**src/rtl/sacl_pkg.sv**
```systemverilog
package sacl_pkg;

	localparam int ADDR_W      = 32;
	localparam int WAY_OUT_W   = 2;
	localparam int VTAG_W      = 19;
	localparam int CFG_IDX_W   = 2;
	localparam int CFG_DATA_W  = 1;

	localparam int DEF_NUM_SETS    = 128;
	localparam int DEF_NUM_WAYS    = 4;
	localparam int DEF_OFS_BITS    = 6;
	localparam int DEF_ADDR_BITS   = 32;

	localparam logic [CFG_IDX_W-1:0] CFG_WB_MODE     = CFG_IDX_W'(0);
	localparam logic [CFG_IDX_W-1:0] CFG_WRITE_ALLOC = CFG_IDX_W'(1);

	localparam logic FUNC_WRITE = 1'b1;

	typedef struct packed {
		logic              func;
		logic [ADDR_W-1:0] address;
	} req_item_t;

	typedef struct packed {
		logic                 hit;
		logic [WAY_OUT_W-1:0] way_used;
		logic                 allocated;
		logic                 evicted;
		logic                 writeback;
		logic [VTAG_W-1:0]    victim_tag;
		logic                 memory_write;
	} rsp_item_t;

	// write enables produced by the update logic for one access
	typedef struct packed {
		logic state_we;
		logic tag_we;
	} upd_ctrl_t;

	typedef enum logic [1:0] {
		ST_CLEAR,
		ST_IDLE,
		ST_LOOKUP
	} ctl_state_t;

endpackage

```
**src/rtl/sacl_update.sv**
```systemverilog
module sacl_update import sacl_pkg::*; #(
	parameter int NUM_WAYS = DEF_NUM_WAYS,
	parameter int TAG_W    = 19,
	parameter int WAY_W    = (NUM_WAYS > 1) ? $clog2(NUM_WAYS) : 1,
	parameter int ENTRY_W  = 2 + WAY_W
) (
	input  logic [NUM_WAYS*TAG_W-1:0]   tag_row,
	input  logic [NUM_WAYS*ENTRY_W-1:0] state_row,
	input  logic [TAG_W-1:0]            tag,
	input  logic                        is_write,
	input  logic                        wb_mode,
	input  logic                        write_alloc,
	output upd_ctrl_t                   ctrl,
	output logic [NUM_WAYS*TAG_W-1:0]   tag_row_nxt,
	output logic [NUM_WAYS*ENTRY_W-1:0] state_row_nxt,
	output rsp_item_t                   result
);

	logic [NUM_WAYS-1:0] valid, dirty, match, lru;
	logic [WAY_W-1:0]    rank [NUM_WAYS];
	logic [TAG_W-1:0]    tags [NUM_WAYS];
	logic [NUM_WAYS-1:0] valid_n, dirty_n;
	logic [WAY_W-1:0]    rank_n [NUM_WAYS];
	logic [TAG_W-1:0]    tags_n [NUM_WAYS];
	logic [WAY_W-1:0]    hit_way, free_way, lru_way, way;
	logic                hit, free_any, no_alloc, was_valid, victim_dirty;
	logic [WAY_W-1:0]    way_rank;
	logic [TAG_W-1:0]    vtag;

	always_comb begin
		for (int i = 0; i < NUM_WAYS; i++) begin
			valid[i] = state_row[i*ENTRY_W + ENTRY_W - 1];
			dirty[i] = state_row[i*ENTRY_W + ENTRY_W - 2];
			rank[i]  = state_row[i*ENTRY_W +: WAY_W];
			tags[i]  = tag_row[i*TAG_W +: TAG_W];
			match[i] = valid[i] && (tags[i] == tag);
			lru[i]   = rank[i] == WAY_W'(NUM_WAYS - 1);
		end

		// lowest way wins each search
		hit_way  = '0;
		free_way = '0;
		lru_way  = '0;
		for (int i = NUM_WAYS - 1; i >= 0; i--) begin
			if (match[i]) hit_way = WAY_W'(i);
			if (!valid[i]) free_way = WAY_W'(i);
			if (lru[i]) lru_way = WAY_W'(i);
		end
		hit      = |match;
		free_any = ~&valid;
		no_alloc = !hit && is_write && !write_alloc;
		way      = hit ? hit_way : (free_any ? free_way : lru_way);

		was_valid    = 1'b0;
		way_rank     = '0;
		victim_dirty = 1'b0;
		vtag         = '0;
		for (int i = 0; i < NUM_WAYS; i++) begin
			if (WAY_W'(i) == way) begin
				was_valid = valid[i];
				way_rank  = rank[i];
			end
			if (WAY_W'(i) == lru_way) begin
				victim_dirty = dirty[i];
				vtag         = tags[i];
			end
		end

		// touch: ways more recent than the chosen one age by one, or every valid way when the chosen way was invalid
		for (int i = 0; i < NUM_WAYS; i++) begin
			valid_n[i] = valid[i];
			dirty_n[i] = dirty[i];
			tags_n[i]  = tags[i];
			rank_n[i]  = rank[i];
			if (WAY_W'(i) == way) begin
				rank_n[i] = '0;
				if (!hit) begin
					valid_n[i] = 1'b1;
					dirty_n[i] = is_write;
					tags_n[i]  = tag;
				end else if (is_write && wb_mode) begin
					dirty_n[i] = 1'b1;
				end
			end else if (valid[i] && (!was_valid || rank[i] < way_rank)) begin
				rank_n[i] = rank[i] + WAY_W'(1);
			end
		end

		for (int i = 0; i < NUM_WAYS; i++) begin
			state_row_nxt[i*ENTRY_W +: ENTRY_W] = {valid_n[i], dirty_n[i], rank_n[i]};
			tag_row_nxt[i*TAG_W +: TAG_W]       = tags_n[i];
		end

		ctrl.state_we = !no_alloc;
		ctrl.tag_we   = !hit && !no_alloc;

		result.hit          = hit;
		result.way_used     = no_alloc ? '0 : WAY_OUT_W'(way);
		result.allocated    = !hit && !no_alloc;
		result.evicted      = !hit && !no_alloc && !free_any;
		result.writeback    = !hit && !no_alloc && !free_any && wb_mode && victim_dirty;
		result.victim_tag   = (!hit && !no_alloc && !free_any) ? VTAG_W'(vtag) : '0;
		result.memory_write = is_write && (hit ? !wb_mode : !write_alloc);
	end

endmodule

```
**config.mk**
```make
export PLATFORM = sky130hd
export DESIGN_NAME = sacl_update
export DESIGN_NICKNAME = d
export VERILOG_FILES = /design/src/rtl/sacl_pkg.sv /design/src/rtl/sacl_update.sv
export SDC_FILE = /design/constraint.sdc
export NUM_CORES = 1
export LEC_CHECK = 0
export BUFFER_PORTS_ARGS = -buffer_cell sky130_fd_sc_hd__buf_4
export CORE_MARGIN = 2
export CORE_UTILIZATION = 45
export DETAILED_ROUTE_END_ITERATION = 8
export PLACE_DENSITY = 0.95
export SYNTH_ARGS = -nofsm -noshare
export SYNTH_HDL_FRONTEND = slang
export SYNTH_SLANG_ARGS = --single-unit
```
**constraint.sdc**
```tcl
create_clock -name vclk -period 4.7
set_input_delay 0.235 -clock vclk [all_inputs]
set_output_delay 0.235 -clock vclk [all_outputs]
set_load 0.02 [all_outputs]
```
==> impl_metrics.toml <==
[pwr]
p_int_mw = 0.308
design_power_total_mw = 0.696
pwr-share-comb_pct = 100.0
power_density_mw_per_mm2 = 133
ir_drop_mv = 0.0947
p_leak_nw = 2.34
clkPwrFrac_pct = 0
switching_share_pct = 55.7
switchingPower_mw = 0.388
pwr-share-seq_pct = 0

[worst_setup_path]
arrival_ns = 3.86
cp_data_required_time_ns = 4.47
critPathLaunchType = "input pin"
crit_slowest_cell = "o21ai_0"
crit_chain = "buf_4 > xor2_1 > nor4_1 > nand3_1 > nor3_1 > nor3_2 > nor2_2 > mux2_2 > o21ai_0 > ha_1 > o311ai_2 > a211oi_2 > or3_1 > a21oi_1 > buf_4"
crit_fanout = 8
path_class = "in2out"
crit_path_end_kind = "output pin"
crit_top_cell = "buf_4"
crit_path_max_incr_delay_ns = 0.41

[sta]
final_max_slew_viol_count = 0
post-route-period-util_pct = 87.2
worst_pin_slew_ns = 0.975
setup_tns_ns = 0
rsz0062_at_grt = "false"
finalHoldViolCount = 0
slew_headroom_pct = 35.0
post-route-min-period_ns = 4.10
fmax_mhz = 244
setup_violations = 0

[floorplanning]
die-area_mm2 = 0.00853
core_mm2 = 0.00765
io_pins = 234
initial_core_util_pct = 46.0
die_w_um = 92.4
fp.dieH_um = 92.4
num_rows = 32

[clocking]
post_cts_buffers = 0
holdBufCountCts = 0
cts_resized = 0

[drt]
first_pass_iters = 7
postRouteAntennaNets = 0
vias_per_cell = 6.23
routed_wl_mm = 16.4
drc = 0
first_iter_violations = 393
routedWlPerCell_um = 21.4
num_vias = 4785

[finish]
final_util_pct = 68.3
nFlopsAndLatches = 0
diodes = 0
clock_buffers = 0
nNetsFinal = 790
drive_gt1_share_pct = 50.3
register_area_um2 = 0
area_growth_pct = 48.6

[yosys]
synth_common_cells = "mux2_2, xor2_1, nand2_1"
yosysMostFrequentCell = "mux2_2"
synthAdderAreaFrac_pct = 2.85
synthSimpleGateAreaFrac_pct = 25.7
synth_top_area_share_pct = 21.8
synth_compound_area_share_pct = 18.1
ys_types = 59
ys_top_cells_by_area = "mux2_2, xor2_1, xnor2_1, a21oi_1, a222oi_1"
ys_seq_area_share_pct = 0
syn_nets = 587
yosysTopAreaCell = "mux2_2"
synth_top_family_by_area = "simple AND/OR/NAND/NOR gates"
synth_xor_area_share_pct = 19.4
syn_area_per_cell_um2 = 7.56
yosysWarnings = 0
syn_inst = 465
synthMuxAreaShare_pct = 25.5
synth_area_mm2 = 0.00351

[outcome]
run_status = "finished, final reports clean"

[global_route]
grt_use_total_pct = 35.4
grt_pass1_wl_mm = 24.4
grt_pass1_vias = 4587
grt_max_degree = 21
busiest_layer = "met2"
use_met2_pct = 65.7
antenna_found_initial = 0
grtUsageMet1_pct = 41.3
met3_usage_pct = 3.66
overflow = 0

[place]
gp_congestion = 1.03
io_buffers = 234
hpwl_mm = 13.4

[min_path]
hp-class = "in2out"

[run]
drv_cap = 0
[layout by cell type, fill, tap and decap left out, types with 9 or more instances in the layout]
cell	netlist	layout
a21oi_1	27	27
nor4_1	17	17
nor3_1	13	13
xor2_1	49	49
a222oi_1	13	13
nand4_1	14	14
mux2_1	9	9
nand3_1	10	10
xnor2_1	29	29
nor2_1	25	22
o21ai_0	19	19
mux2_2	68	68
inv_1	11	11
nand2_1	31	31
buf_4	10	243
[critical path: cells and delay by family]
family	cells	cell delay (ns)
XOR/XNOR	1	0.21
AO/OA/AOI/OAI	4	0.77
buffers and inverters	2	0.31
adder cells (fa/ha/maj)	1	0.34
AND/OR/NAND/NOR	6	1.61
multiplexers	1	0.38
[power groups by stage]
stage	Sequential, mW	Combinational (mW)	Clock (mW)
final	0	0.696	0
after global placement	0	0.675	0
after CTS	0	0.686	0
after floorplan	0	0.393	0
after detailed placement	0	0.683	0
after global routing	0	0.729	0
[cell families (layout without fill, tap and decap cells)]
logic type,count (synthesis),after routing
and+or+nand+nor,157,157
buffers and inverters,54,255
AOI/OAI and AO/OA,88,88
xor gates and xnor gates,78,78
adders and majority gates,8,8
muxes,80,80
[area by class of cell]
type / instances / area [um2]
Multi-Input combinational cell: 411 / 3230
Fill cell: 649 / 2420
Inverter: 12 / 45.0
Timing Repair Buffer: 243 / 1820
Tap cell: 102 / 128
[routing by layer]
layer  part of all wire (%)  wire length (um)  vias to the layer above
li1                       -                 -                     2140
met4                    4.2               692                        0
met2                     51              8410                      336
met1                     36              6000                     2255
met5                      0                 0                        -
met3                    8.2              1340                       54
[through the flow]
stage / hold WS, ns / setup WS (ns) / instances / cell area (um2)
2_1_floorplan: 0.612 / 1.01 / 465 / 3510
5_1_grt: 0.829 / 0.221 / 768 / 5220
3_5_place_dp: 0.813 / 0.648 / 768 / 5220
4_1_cts: 0.813 / 0.632 / 768 / 5220
3_3_place_gp: 0.810 / 0.808 / 768 / 5220
6_report: 0.813 / 0.603 / 768 / 5220
[path summary, 6_finish.rpt]
| path | startpoint | end | depth (start not counted) |
|---|---|---|---|
| max | tag[17] | state_row_nxt[4] | 15 |
| min | tag_row[49] | tag_row_nxt[49] | 3 |
No activity file was read; power rests on OpenSTA's default activity.
