<file path="config.mk">
export PLATFORM = sky130hd
export DESIGN_NAME = sacl_ram
export DESIGN_NICKNAME = d
export VERILOG_FILES = /design/src/rtl/sacl_pkg.sv /design/src/rtl/sacl_ram.sv
export SDC_FILE = /design/constraint.sdc
export NUM_CORES = 1
export LEC_CHECK = 0
export BUFFER_PORTS_ARGS = -buffer_cell sky130_fd_sc_hd__buf_2
export CAP_MARGIN = 15
export CORE_MARGIN = 8
export CORE_UTILIZATION = 35
export DETAILED_ROUTE_END_ITERATION = 12
export SYNTH_ARGS = -nofsm -noshare
export SYNTH_HDL_FRONTEND = slang
export SYNTH_SLANG_ARGS = --single-unit
</file>
<file path="constraint.sdc">
create_clock -name clk -period 1.7 [get_ports clk]
set_input_delay 0.085 -clock clk [delete_from_list [all_inputs] [get_ports clk]]
set_output_delay 0.085 -clock clk [all_outputs]
set_load 0.03 [all_outputs]
</file>
<file path="src/rtl/sacl_pkg.sv">
package sacl_pkg;

	localparam int ADDR_W      = 32;
	localparam int WAY_OUT_W   = 2;
	localparam int VTAG_W      = 19;
	localparam int CFG_IDX_W   = 2;
	localparam int CFG_DATA_W  = 1;

	localparam int DEF_NUM_SETS    = 128;
	localparam int DEF_NUM_WAYS    = 4;
	localparam int DEF_OFS_BITS    = 6;
	localparam int DEF_ADDR_BITS   = 32;

	localparam logic [CFG_IDX_W-1:0] CFG_WB_MODE     = CFG_IDX_W'(0);
	localparam logic [CFG_IDX_W-1:0] CFG_WRITE_ALLOC = CFG_IDX_W'(1);

	localparam logic FUNC_WRITE = 1'b1;

	typedef struct packed {
		logic              func;
		logic [ADDR_W-1:0] address;
	} req_item_t;

	typedef struct packed {
		logic                 hit;
		logic [WAY_OUT_W-1:0] way_used;
		logic                 allocated;
		logic                 evicted;
		logic                 writeback;
		logic [VTAG_W-1:0]    victim_tag;
		logic                 memory_write;
	} rsp_item_t;

	// write enables produced by the update logic for one access
	typedef struct packed {
		logic state_we;
		logic tag_we;
	} upd_ctrl_t;

	typedef enum logic [1:0] {
		ST_CLEAR,
		ST_IDLE,
		ST_LOOKUP
	} ctl_state_t;

endpackage

</file>
<file path="src/rtl/sacl_ram.sv">
module sacl_ram import sacl_pkg::*; #(
	parameter int WIDTH = 8,
	parameter int DEPTH = 16,
	parameter int AW    = (DEPTH > 1) ? $clog2(DEPTH) : 1
) (
	input  logic             clk,
	input  logic             we,
	input  logic [AW-1:0]    waddr,
	input  logic [WIDTH-1:0] wdata,
	input  logic [AW-1:0]    raddr,
	output logic [WIDTH-1:0] rdata
);

	logic [WIDTH-1:0] mem [DEPTH];

	always_ff @(posedge clk) begin
		if (we) begin
			mem[waddr] <= wdata;
		end
		rdata <= mem[raddr];
	end

endmodule

</file>
==> results of run 1 <==
-- cells by family (layout without fill, tap and decap cells) --
kind of cell	Yosys count	after routing	share of synthesized area
multiplexers	32	32	0.150
AO/OA/AOI/OAI	16	16	0.0233
AND/OR/NAND/NOR	35	35	0.0318
buffers and inverters	10	81	0.0168
flip-flops	136	136	0.778
-- worst register-to-register path, stage by stage (launching register included) --
cell	delay, ns
edfxtp_1	0.37
mux4_1	0.51
a22oi_1	0.36
nand2_1	0.08
-- area by class of cell --
type,count,share of cell area
clock inverters,11,0.0249
well taps,184,0.0370
repair buffers,50,0.0543
clock buffers,20,0.0702
flip-flops and latches,136,0.644
multi-input cells,83,0.170
-- cells in the mapped netlist (3+ instances only) --
library cell / count / area share
mux4_1: 14 / 0.071
nor3_1: 4 / 0.0039
nand2_1: 9 / 0.0066
mux4_2: 18 / 0.079
buf_2: 3 / 0.0029
dfxtp_1: 8 / 0.031
a22oi_1: 16 / 0.023
buf_6: 3 / 0.0066
nor2_1: 13 / 0.0095
edfxtp_1: 128 / 0.75
clkdlybuf4s25_2: 3 / 0.0058
-- power groups by stage --
| stage | logic [mW] | clock network [mW] | registers (mW) |
|---|---|---|---|
| 3_3_place_gp | 0.399 | 0 | 3.84 |
| 2_1_floorplan | 0.190 | 0 | 3.88 |
| 4_1_cts | 0.407 | 3.73 | 3.77 |
| 5_1_grt | 0.433 | 3.85 | 3.78 |
| 3_5_place_dp | 0.406 | 0 | 3.84 |
| 6_report | 0.399 | 3.66 | 3.77 |
-- state kept, by name, summed over array words and instances, names as in the netlist --
register	count
mem	128
rdata	8
-- routing by layer --
layer  up-vias  global-route usage
met3         9              0.0379
met5         -                   0
li1       1090                   -
met4         0              0.0453
met2        60               0.172
met1      1236               0.158
-- layout by cell type (no fill, tap or decap) --
cell	Yosys	layout
a22oi_1	16	16
and2_1	1	1
and2b_1	1	1
buf_12	0	2
buf_2	3	25
buf_4	1	23
bufinv_16	0	4
clkbuf_1	0	3
clkbuf_16	0	17
clkinv_1	0	4
clkinv_2	0	1
clkinvlp_4	0	2
dfxtp_1	8	8
edfxtp_1	128	128
mux4_1	14	14
mux4_2	18	18
nand2_1	9	9
nand2b_1	2	2
nand3_1	1	1
nand3b_1	2	2
nor2_1	13	13
nor2b_1	1	1
nor3_1	4	4
or3b_2	1	1
-- final timing paths --
path              startpoint          to  slack (ns)  cells past startpoint
setup reg to reg   mem[9][5]    rdata[5]        0.24                      3
hold reg to reg   mem[14][1]    rdata[1]        0.67                      3
hold / removal      wdata[3]  mem[14][3]        0.06                      1
setup / recovery   mem[9][5]    rdata[5]        0.24                      3
==> impl_metrics.env, run 1 <==
export IMPL_viasPerCell=4.95
export IMPL_grt_total_usage=0.117
export IMPL_ys_flop_type="edfxtp_1"
export IMPL_dr_first_iter_drc_count=218
export IMPL_fin_crit_ns=1.46
export IMPL_clockBufferDepth=2
export IMPL_power_density_nw_per_um2=1260
export IMPL_drv_cap=0
export IMPL_p_int_mw=6.33
export IMPL_wl_met1_um=4750
export IMPL_clkSinkCount=136
export IMPL_dieWidth_um=137
export IMPL_vdd_drop_max_mv=0.961
export IMPL_start_kind="register"
export IMPL_finClkSkew_ns=0.00829
export IMPL_rsz0062_at_grt="false"
export IMPL_hold_buffers=0
export IMPL_critPathSlowestCell="mux4_1"
export IMPL_post_cts_resized=0
export IMPL_initial_utilization=0.356
export IMPL_antenna_found_initial=0
export IMPL_core_area_um2=14500
export IMPL_routedWlPerCell_um=21.2
export IMPL_row_count=44
export IMPL_placed_area_um2=5630
export IMPL_critPathArrivalTime_ns=1.74
export IMPL_path_max_fanout=1
export IMPL_diodes=0
export IMPL_numCtsBuffers=17
export IMPL_cp_top_family="multiplexers"
export IMPL_first_global_vias=2443
export IMPL_place_ws_ns=0.0452
export IMPL_grt_overflow_total=0
export IMPL_crit_type="reg -> reg"
export IMPL_hpwl_um=6520
export IMPL_clk_pin_slew_ns=0.05
export IMPL_areaGrowthSynthToFinish_pct=20.9
export IMPL_pin_count=26
export IMPL_p_leak_nw=2.11
export IMPL_fin_cells=484
export IMPL_finalInstanceArea_um2=6220
export IMPL_cp_cell_sequence="mux4_1 -> a22oi_1 -> nand2_1"
export IMPL_dr_total_vias=2395
export IMPL_ant_nets=0
export IMPL_slew_violations=0
export IMPL_ff_latch_area_um2=4000
export IMPL_syn_instance_count=229
export IMPL_period_share=0.858
export IMPL_setup_viol=0
export IMPL_ys_warnings_count=0
export IMPL_fillCellCount=1261
export IMPL_place_gp_congestion=0.747
export IMPL_multi_input_area_um2=1060
export IMPL_syn_num_nets=247
export IMPL_final_core_util=0.430
export IMPL_seq_power_share=0.482
export IMPL_cts_tree="yes"
export IMPL_fmax_mhz=685
export IMPL_setup_tns_ns=0
export IMPL_grt_start_max_net_pins=33
export IMPL_status="finished clean"
export IMPL_cp_required_ns=1.98
export IMPL_fp_dieH_um=137
export IMPL_syn_area_um2=5150
export IMPL_nNetsFinal=306
export IMPL_routed_top_layer="met4"
export IMPL_htreeDepth=4
export IMPL_tightest_slew_ns=0.444
export IMPL_synth_edf_count=128
export IMPL_grt_pass1_wl_um=15500
export IMPL_drc=0
export IMPL_max_stage_delay_ns=0.51
export IMPL_finalPower_mw=7.83
export IMPL_ys_ff_latch=136
export IMPL_critPathBufInv=0
export IMPL_cts_setup_buffers=0
export IMPL_timing_final_ws_setup_ns=0.241
export IMPL_async_reset_ff_frac=0
export IMPL_firstDrtPassIters=4
export IMPL_port_buffers=25
export IMPL_maxSlewHeadroom=0.704
export IMPL_die_area_um2=18800
export IMPL_hp_class="in -> reg"
export IMPL_hold_viol_final=0
export IMPL_wl_um=10300
export IMPL_met2WireLength_um=4850
export IMPL_clock_latency_ns=0.41
export IMPL_comb_power_share=0.051
export IMPL_p_sw_mw=1.51
export IMPL_ys_seq_area_frac=0.778
export IMPL_hold_ws_ns=0.0639
export IMPL_root_buffer="clkbuf_16"
export IMPL_ys_types=19
export IMPL_layout_drive_gt1_share=0.310
export IMPL_postSynthAreaPerCell_um2=22.5
export IMPL_wl_met3_um=538
export IMPL_dp_cells=453
export IMPL_swShare=0.192
export IMPL_power_share_clock=0.467
export IMPL_endpoint_kind="register"
No activity file was read; power rests on OpenSTA's default activity.
==> inputs of run 2 (changes only) <==
--- a/config.mk
+++ b/config.mk
@@ -8,8 +8,10 @@
 export BUFFER_PORTS_ARGS = -buffer_cell sky130_fd_sc_hd__buf_2
 export CAP_MARGIN = 15
 export CORE_MARGIN = 8
-export CORE_UTILIZATION = 35
+export CORE_UTILIZATION = 54
 export DETAILED_ROUTE_END_ITERATION = 12
+export MAX_ROUTING_LAYER = met4
+export PLACE_DENSITY = 0.74
 export SYNTH_ARGS = -nofsm -noshare
 export SYNTH_HDL_FRONTEND = slang
 export SYNTH_SLANG_ARGS = --single-unit
==> run 2 against run 1 <==
Effect of this change: critical path depth stayed put; flip-flop and latch count stayed put; clock-buffer cell count stayed put; sequential power hardly changed; routed wire length decreased by 6.3%; critical endpoint is now rdata[6]; global-route usage grew 4.9 points; non-clock buffer count rose by 4.
==> impl_metrics.env, run 2 (synthesized netlist as in run 1, its figures left out) <==
export IMPL_finClkSkew_ns=0.00732
export IMPL_grt_total_usage=0.166
export IMPL_period_share=0.796
export IMPL_place_gp_congestion=0.723
export IMPL_root_buffer="clkbuf_8"
export IMPL_max_stage_delay_ns=0.47
export IMPL_first_global_vias=2569
export IMPL_layout_drive_gt1_share=0.305
export IMPL_clockBufferDepth=2
export IMPL_tightest_slew_ns=0.468
export IMPL_final_cell_mix="edfxtp_1 (128), buf_2 (25), mux4_2 (18), buf_4 (18)"
export IMPL_die_area_um2=12900
export IMPL_hpwl_um=5930
export IMPL_wl_um=9610
export IMPL_dr_total_vias=2480
export IMPL_initial_utilization=0.557
export IMPL_critPathArrivalTime_ns=1.75
export IMPL_finalPower_mw=7.72
export IMPL_areaGrowthSynthToFinish_pct=20.6
export IMPL_post_cts_resized=0
export IMPL_fin_crit_ns=1.35
export IMPL_grt_start_max_net_pins=33
export IMPL_cp_required_ns=2.10
export IMPL_htreeDepth=4
export IMPL_clkSinkCount=136
export IMPL_hold_viol_final=0
export IMPL_nNetsFinal=310
export IMPL_maxSlewHeadroom=0.688
export IMPL_clock_latency_ns=0.51
export IMPL_power_density_nw_per_um2=1240
export IMPL_dieWidth_um=114
export IMPL_p_leak_nw=2.13
export IMPL_row_count=35
export IMPL_diodes=0
export IMPL_grt_overflow_total=0
export IMPL_drc=0
export IMPL_vdd_drop_max_mv=0.794
export IMPL_clk_pin_slew_ns=0.06
export IMPL_grt_pass1_wl_um=14800
export IMPL_pin_count=26
export IMPL_setup_viol=0
export IMPL_port_buffers=25
export IMPL_fmax_mhz=739
export IMPL_firstDrtPassIters=4
export IMPL_cts_tree="yes"
export IMPL_critPathBufInv=0
export IMPL_regMostFlops="mem"
export IMPL_fp_dieH_um=114
export IMPL_critPathSlowestCell="mux4_2"
export IMPL_numCtsBuffers=17
export IMPL_dr_first_iter_drc_count=189
export IMPL_path_max_fanout=1
export IMPL_antenna_found_initial=0
export IMPL_slew_violations=0
export IMPL_start_kind="register"
export IMPL_routedWlPerCell_um=22.1
export IMPL_reg2reg_slack_ns=0.35
export IMPL_core_area_um2=9240
export IMPL_largest_register_ffs=128
export IMPL_status="finished clean"
export IMPL_cp_top_family="multiplexers"
export IMPL_ant_nets=0
export IMPL_endpoint_kind="register"
export IMPL_rsz0062_at_grt="false"
export IMPL_drv_cap=0
export IMPL_viasPerCell=5.71
export IMPL_hp_class="in -> reg"
export IMPL_reg_largest_list="mem (128), rdata (8)"
export IMPL_crit_type="reg -> reg"
export IMPL_layout_cells_most_common="edfxtp_1"
export IMPL_hold_ws_ns=0.127
export IMPL_setup_tns_ns=0
export IMPL_cp_cell_sequence="mux4_2 -> a22oi_1 -> nand2_1"
[run 2: worst min-delay path: cells and delay by family]
family	cells	cell delay, ns
and+or+nand+nor	2	0.14
buffers and inverters	2	0.29
AOI/OAI and AO/OA	1	0.09
[run 2: stage by stage]
stage | utilization | cells | cell area, µm² | setup slack, ns
after floorplan | - | 229 | 5150 | 0.122
after global placement | 0.600 | 394 | 5540 | 0.188
after detailed placement | 0.600 | 394 | 5540 | 0.177
after CTS | 0.672 | 434 | 6210 | 0.316
after global routing | 0.672 | 434 | 6210 | 0.261
final | 0.672 | 434 | 6210 | 0.348
[run 2: area by class of cell]
| class | instances | area, µm² |
|---|---|---|
| multi-input cells | 83 | 1060 |
| clock buffers | 20 | 435 |
| repair buffers | 54 | 400 |
| well taps | 129 | 161 |
| fillers | 571 | 3030 |
| clock inverters | 12 | 151 |
| flip-flops and latches | 136 | 4000 |
[run 2: report_power, final]
part	switching (mW)	leakage (nW)	internal (mW)	total (mW)
logic	0.234	0.629	0.169	0.403
registers	0.0228	1.22	3.75	3.77
clock network	1.29	0.276	2.26	3.55
total	1.54	2.13	6.18	7.72
[run 2: worst paths after layout]
| check | start | to | depth (start not counted) |
|---|---|---|---|
| worst min-delay path | raddr[3] | rdata[7] | 5 |
| worst max register to register | mem[3][6] | rdata[6] | 3 |
| worst min register to register | mem[11][3] | rdata[3] | 3 |
| worst max-delay path | mem[3][6] | rdata[6] | 3 |
[run 2: layer usage]
metal | vias up | GRT usage | wire, µm
li1 | 1100 | - | -
met1 | 1272 | 0.204 | 3990
met2 | 94 | 0.256 | 4890
met3 | 14 | 0.0412 | 525
met4 | 0 | 0.0817 | 204
met5 | - | - | 0
[run 2: repair_timing]
action	4_1_cts	5_1_grt
hold endpoints to repair	128	0
setup buffers	0	0
hold buffers	8	0
